$ cat src/rtl/core/wft_pkg.sv
// shared constants and types of the word frequency table
package wft_pkg;

    localparam int ENTRIES     = 16;
    localparam int MAX_LEN     = 128;
    localparam int QUEUE_DEPTH = 4;

    localparam int OUTCOME_W = 2;
    localparam int SLOT_W    = 4;
    localparam int COUNT_W   = 32;
    localparam int WLEN_W    = 8;
    localparam int BYTE_W    = 8;

    localparam int IDX_W = (ENTRIES > 1) ? $clog2(ENTRIES) : 1;
    localparam int CNT_W = $clog2(ENTRIES + 1);
    localparam int CH_W  = $clog2(MAX_LEN);
    localparam int LEN_W = $clog2(MAX_LEN + 1);
    localparam int EA_W  = $clog2(ENTRIES * MAX_LEN);
    localparam int QP_W  = (QUEUE_DEPTH > 1) ? $clog2(QUEUE_DEPTH) : 1;
    localparam int QC_W  = $clog2(QUEUE_DEPTH + 1);

    typedef enum logic [OUTCOME_W-1:0] {
        OUT_NEW  = 2'd0,
        OUT_HIT  = 2'd1,
        OUT_FULL = 2'd2
    } t_outcome;

    typedef struct packed {
        logic              is_letter;
        logic [BYTE_W-1:0] ch;
    } t_token;

    typedef enum logic [2:0] {
        ST_IDLE,
        ST_LEN,
        ST_RD,
        ST_CMP,
        ST_CPRD,
        ST_CPWR,
        ST_DONE
    } t_state;

endpackage

$ cat src/rtl/core/wft_channels_if.sv
// valid/ready channels for text bytes and word results
interface wft_byte_if;
    logic       valid;
    logic       ready;
    logic [7:0] text_byte;

    modport source (output valid, output text_byte, input ready);
    modport sink   (input valid, input text_byte, output ready);
endinterface


$ cat src/rtl/core/wft_front.sv
// front end: classifies text bytes and queues them as tokens
module wft_front (
    input  logic            i_clk,
    input  logic            i_rst_n,
    wft_byte_if.sink        i_byte,
    output wft_pkg::t_token o_tok,
    output logic            o_tok_valid,
    input  logic            i_tok_ready
);
    import wft_pkg::*;

    t_token            r_q [QUEUE_DEPTH];
    logic [QP_W-1:0]   r_wr_ptr, n_wr_ptr;
    logic [QP_W-1:0]   r_rd_ptr, n_rd_ptr;
    logic [QC_W-1:0]   r_count, n_count;
    logic              push, pop;
    t_token            tok_in;

    function automatic logic [QP_W-1:0] ptr_inc(input logic [QP_W-1:0] p);
        ptr_inc = (p == QP_W'(QUEUE_DEPTH - 1)) ? '0 : p + 1'b1;
    endfunction

    // ascii letters only, case kept
    always_comb begin
        tok_in.ch        = i_byte.text_byte;
        tok_in.is_letter = ((i_byte.text_byte >= 8'd65) && (i_byte.text_byte <= 8'd90)) ||
                           ((i_byte.text_byte >= 8'd97) && (i_byte.text_byte <= 8'd122));
    end

    assign i_byte.ready = (r_count != QC_W'(QUEUE_DEPTH));
    assign push         = i_byte.valid && i_byte.ready;
    assign o_tok_valid  = (r_count != '0);
    assign pop          = o_tok_valid && i_tok_ready;
    assign o_tok        = r_q[r_rd_ptr];

    always_comb begin
        n_wr_ptr = push ? ptr_inc(r_wr_ptr) : r_wr_ptr;
        n_rd_ptr = pop  ? ptr_inc(r_rd_ptr) : r_rd_ptr;
        n_count  = r_count;
        if (push && !pop) begin
            n_count = r_count + 1'b1;
        end else if (pop && !push) begin
            n_count = r_count - 1'b1;
        end
    end

    always_ff @(posedge i_clk) begin
        if (!i_rst_n) begin
            r_wr_ptr <= '0;
            r_rd_ptr <= '0;
            r_count  <= '0;
        end else begin
            r_wr_ptr <= n_wr_ptr;
            r_rd_ptr <= n_rd_ptr;
            r_count  <= n_count;
        end
    end

    always_ff @(posedge i_clk) begin
        if (push) begin
            r_q[r_wr_ptr] <= tok_in;
        end
    end

endmodule

$ cat src/flat_wrapper.sv
// flat-port wrapper written by rule: the top's interface ports become plain ports
module wft_front_flat import wft_pkg::*;
  (i_clk, i_rst_n, o_tok, o_tok_valid, i_tok_ready, i_byte_valid, i_byte_text_byte, i_byte_ready);
  wft_byte_if i_byte_i ();
  input  logic i_clk;
  input  logic i_rst_n;
  output wft_pkg::t_token o_tok;
  output logic o_tok_valid;
  input  logic i_tok_ready;
  input wire logic [$bits(i_byte_i.valid)-1:0] i_byte_valid;
  input wire logic [$bits(i_byte_i.text_byte)-1:0] i_byte_text_byte;
  output wire logic [$bits(i_byte_i.ready)-1:0] i_byte_ready;
  assign i_byte_i.valid = i_byte_valid;
  assign i_byte_i.text_byte = i_byte_text_byte;
  assign i_byte_ready = i_byte_i.ready;
  wft_front u_core (.i_clk(i_clk), .i_rst_n(i_rst_n), .i_byte(i_byte_i), .o_tok(o_tok), .o_tok_valid(o_tok_valid), .i_tok_ready(i_tok_ready));
endmodule
$ cat config.mk
export PLATFORM = sky130hd
export DESIGN_NAME = wft_front_flat
export DESIGN_NICKNAME = d
export VERILOG_FILES = /design/src/rtl/core/wft_pkg.sv /design/src/rtl/core/wft_channels_if.sv /design/src/rtl/core/wft_front.sv /design/src/flat_wrapper.sv
export SDC_FILE = /design/constraint.sdc
export NUM_CORES = 1
export LEC_CHECK = 0
export ABC_AREA = 1
export BUFFER_PORTS_ARGS = -buffer_cell sky130_fd_sc_hd__buf_2
export CORE_ASPECT_RATIO = 0.6
export CORE_MARGIN = 3
export CORE_UTILIZATION = 25
export DETAILED_ROUTE_END_ITERATION = 10
export SLEW_MARGIN = 40
export SYNTH_ARGS = -nofsm -noshare
export SYNTH_HDL_FRONTEND = slang
export SYNTH_SLANG_ARGS = --single-unit
$ cat constraint.sdc
create_clock -name i_clk -period 1.7 [get_ports i_clk]
set_input_delay 0.255 -clock i_clk [delete_from_list [all_inputs] [get_ports i_clk]]
set_output_delay 0.255 -clock i_clk [all_outputs]
set_load 0.02 [all_outputs]
==> results.sh <==
export IMPL_grt_ovfl_total=0
export IMPL_io_pins=23
export IMPL_synth_common_cells="edfxtp_1 (36), nor2_1 (31), o21ai_0 (18), inv_1 (15), nand2_1 (14)"
export IMPL_avgSynthCellArea_um2=11.6
export IMPL_layout_min_cycle_time_ns=1.62
export IMPL_synth_top_area_share_pct=56.6
export IMPL_grt_usage_pct=9.47
export IMPL_required_ns=1.44
export IMPL_yosys_most_used_dff="edfxtp_1"
export IMPL_ys_async_sr_fraction_pct=0
export IMPL_r2r_end="u_core.r_count[2]$_SDFFE_PN0P_"
export IMPL_numClockSinks=45
export IMPL_reg2reg_depth=11
export IMPL_rr_startpoint="u_core.r_count[0]$_SDFFE_PN0P_"
export IMPL_first_pass_iters=4
export IMPL_antenna_found_initial=0
export IMPL_fin_crit_sh_pct=95.5
export IMPL_leakagePower_nw=0.939
export IMPL_post_cts_buffers=0
export IMPL_grt_max_degree=19
export IMPL_numPortBuffers=22
export IMPL_ff_latch_area_mm2=0.00126
export IMPL_cap_violations=0
export IMPL_vias_per_cell=4.13
export IMPL_hold_depth=1
export IMPL_ys_seq_area_share_pct=66.0
export IMPL_die_w_um=119
export IMPL_pre_cts_ws_ns=-0.0104
export IMPL_peakVddDrop_uv=516
export IMPL_finalMaxSlewViolations=0
export IMPL_synth_edf_count=36
export IMPL_yosys_warnings=0
export IMPL_num_vias=1250
export IMPL_rsz0062_at_grt="yes"
export IMPL_cts_inserted_buffers=5
export IMPL_max_freq_ghz=0.616
export IMPL_power_density_mw_per_mm2=1640
export IMPL_std_cell_rows=23
export IMPL_clk_pin_slew_ns=0.06
export IMPL_syn_instance_count=164
export IMPL_ant_nets=0
export IMPL_synthDistinctLibCells=20
export IMPL_worstHoldEndpoint="u_core.r_q[3][5]$_DFFE_PP_"
export IMPL_synth_area_leaders="edfxtp_1 (57%), dfxtp_1 (9.4%), nor2_1 (6.1%)"
export IMPL_finalPower_w=0.00394
export IMPL_final_cell_area_mm2=0.00240
export IMPL_num_antenna_cells=0
export IMPL_synth_area_mm2=0.00191
export IMPL_core_mm2=0.00702
export IMPL_drt_initial_drc_count=181
export IMPL_critical_path_arrival_ns=1.37
export IMPL_yosys_area_top_type="edfxtp_1"
export IMPL_place_hpwl_mm=2.80
export IMPL_gp_congestion=0.767
export IMPL_initial_core_util_pct=27.2
export IMPL_hold_viol_final=0
export IMPL_drcViolationCount=0
export IMPL_yosysMostFrequentCell="edfxtp_1"
export IMPL_drt_wirelength_per_cell_um=12.7
export IMPL_synth_net_count=183
export IMPL_grt_first_pass_wirelength_mm=6.36
export IMPL_die_area_mm2=0.00876
export IMPL_r2r_slack_ns=0.10
export IMPL_drive_above_1_share_pct=29.6
export IMPL_htreeDepth=2
export IMPL_ys_ff_latch=45
export IMPL_cts_buffer_depth=2
export IMPL_fillers=722
export IMPL_startpoint_type="flip-flop"
export IMPL_worst_setup_path_type="flip-flop to output port"
export IMPL_fin_ws_ns=0.0763
export IMPL_grt_pass1_vias=1202
export IMPL_drt_total_wl_mm=3.84
export IMPL_cts_root_buf="clkbuf_16"
export IMPL_skew_ns=0.00538
export IMPL_cp_max_fo=12
export IMPL_clkLatencyLatePin_ns=0.28
export IMPL_hold_path_class="input port to flip-flop"
export IMPL_status="complete, no violations"
export IMPL_dpl_instance_area_mm2=0.00221
export IMPL_dieHeight_um=73.7
export IMPL_final_net_count=222
export IMPL_multiInputGateArea_um2=577
export IMPL_setup_viol=0
export IMPL_min_delay_start="i_byte_text_byte[5]"
export IMPL_area_delta_synth_final_pct=25.7
export IMPL_cts_tree="built"
export IMPL_worstMarginPinSlew_ns=0.303
export IMPL_max_slew_margin_pct=79.7
export IMPL_end_kind="output port"
-- worst max-delay path by stage --
stage	end	startpoint	slack, ns
5_1_grt	u_core.r_count[2]$_SDFFE_PN0P_	u_core.r_count[0]$_SDFFE_PN0P_	-0.02
4_1_cts	u_core.r_count[2]$_SDFFE_PN0P_	u_core.r_count[1]$_SDFFE_PN0P_	0.03
3_3_place_gp	u_core.r_count[2]$_SDFFE_PN0P_	u_core.r_count[1]$_SDFFE_PN0P_	0.08
3_5_place_dp	u_core.r_count[2]$_SDFFE_PN0P_	u_core.r_count[1]$_SDFFE_PN0P_	-0.01
2_1_floorplan	u_core.r_count[1]$_SDFFE_PN0P_	u_core.r_count[1]$_SDFFE_PN0P_	-0.02
6_report	o_tok[4]	flip-flop	0.08
-- cells by family after synthesis --
family	after synthesis	share of synthesized area (%)
AOI/OAI and AO/OA	34	9.89
adders and majority gates	7	4.98
buffers and inverters	19	5.76
DFF	45	66.0
and+or+nand+nor	59	13.4
-- critical path, cell delays in order (launching register included) --
cell and delay [ns]:
dfxtp_2 0.40, buf_4 0.22, o21ai_0 0.11, o22ai_1 0.17
buf_2 0.19
-- registers in the layout, summed over array words and instances, names as in the netlist, named ones only --
signal           flops
u_core.r_count       3
u_core.r_q          36
u_core.r_rd_ptr      2
u_core.r_wr_ptr      2
-- per-stage QoR --
stage	setup TNS, ns	hold slack (ns)	util (%)	cells
after detailed placement	-0.0104	0.494	31.5	296
after global placement	0	0.485	31.5	296
after global routing	-0.0155	0.216	34.2	303
final	0	0.207	34.2	303
after floorplan	-0.0172	0.354	-	164
after CTS	0	0.206	33.9	303
-- power by group --
group	total [W]	switching (W)	internal [W]	leakage (nW)
combinational	0.00140	0.000869	0.000535	0.454
sequential	0.00148	0.000105	0.00137	0.406
clock	0.00106	0.000375	0.000682	0.0797
total	0.00394	0.00135	0.00259	0.939
-- cells in the final DEF (no fill, tap or decap), types with 7 or more instances in the layout --
cell and n:
dfxtp_1 7, inv_1 13, nand2_1 13, edfxtp_1 36, o22ai_1 9, nor2_1 31, buf_2 22, buf_4 13
o21ai_0 17
-- layout make-up --
type                    count  area share, %
inverters                  16           2.81
multi-input cells         100           24.0
clock inverters             2           1.46
repair buffers             35           8.65
well taps                 100           5.21
clock buffers               5           5.21
flip-flops and latches     45           52.6
-- repair_timing --
action / CTS / global route
setup endpoints to repair: 8 / 2
pin swaps: 0 / 3
gates resized for setup: 3 / 6
hold buffers: 0 / 0
-- metal layers --
layer / GRT usage (%) / vias to the layer above / share of wire, %
li1: - / 649 / -
met1: 14.4 / 568 / 57
met2: 12.8 / 28 / 37
met3: 2.77 / 5 / 4.7
met4: 2.70 / 0 / 1.2
met5: 0 / - / 0
Note: power is estimated with default switching activity, not from simulation.
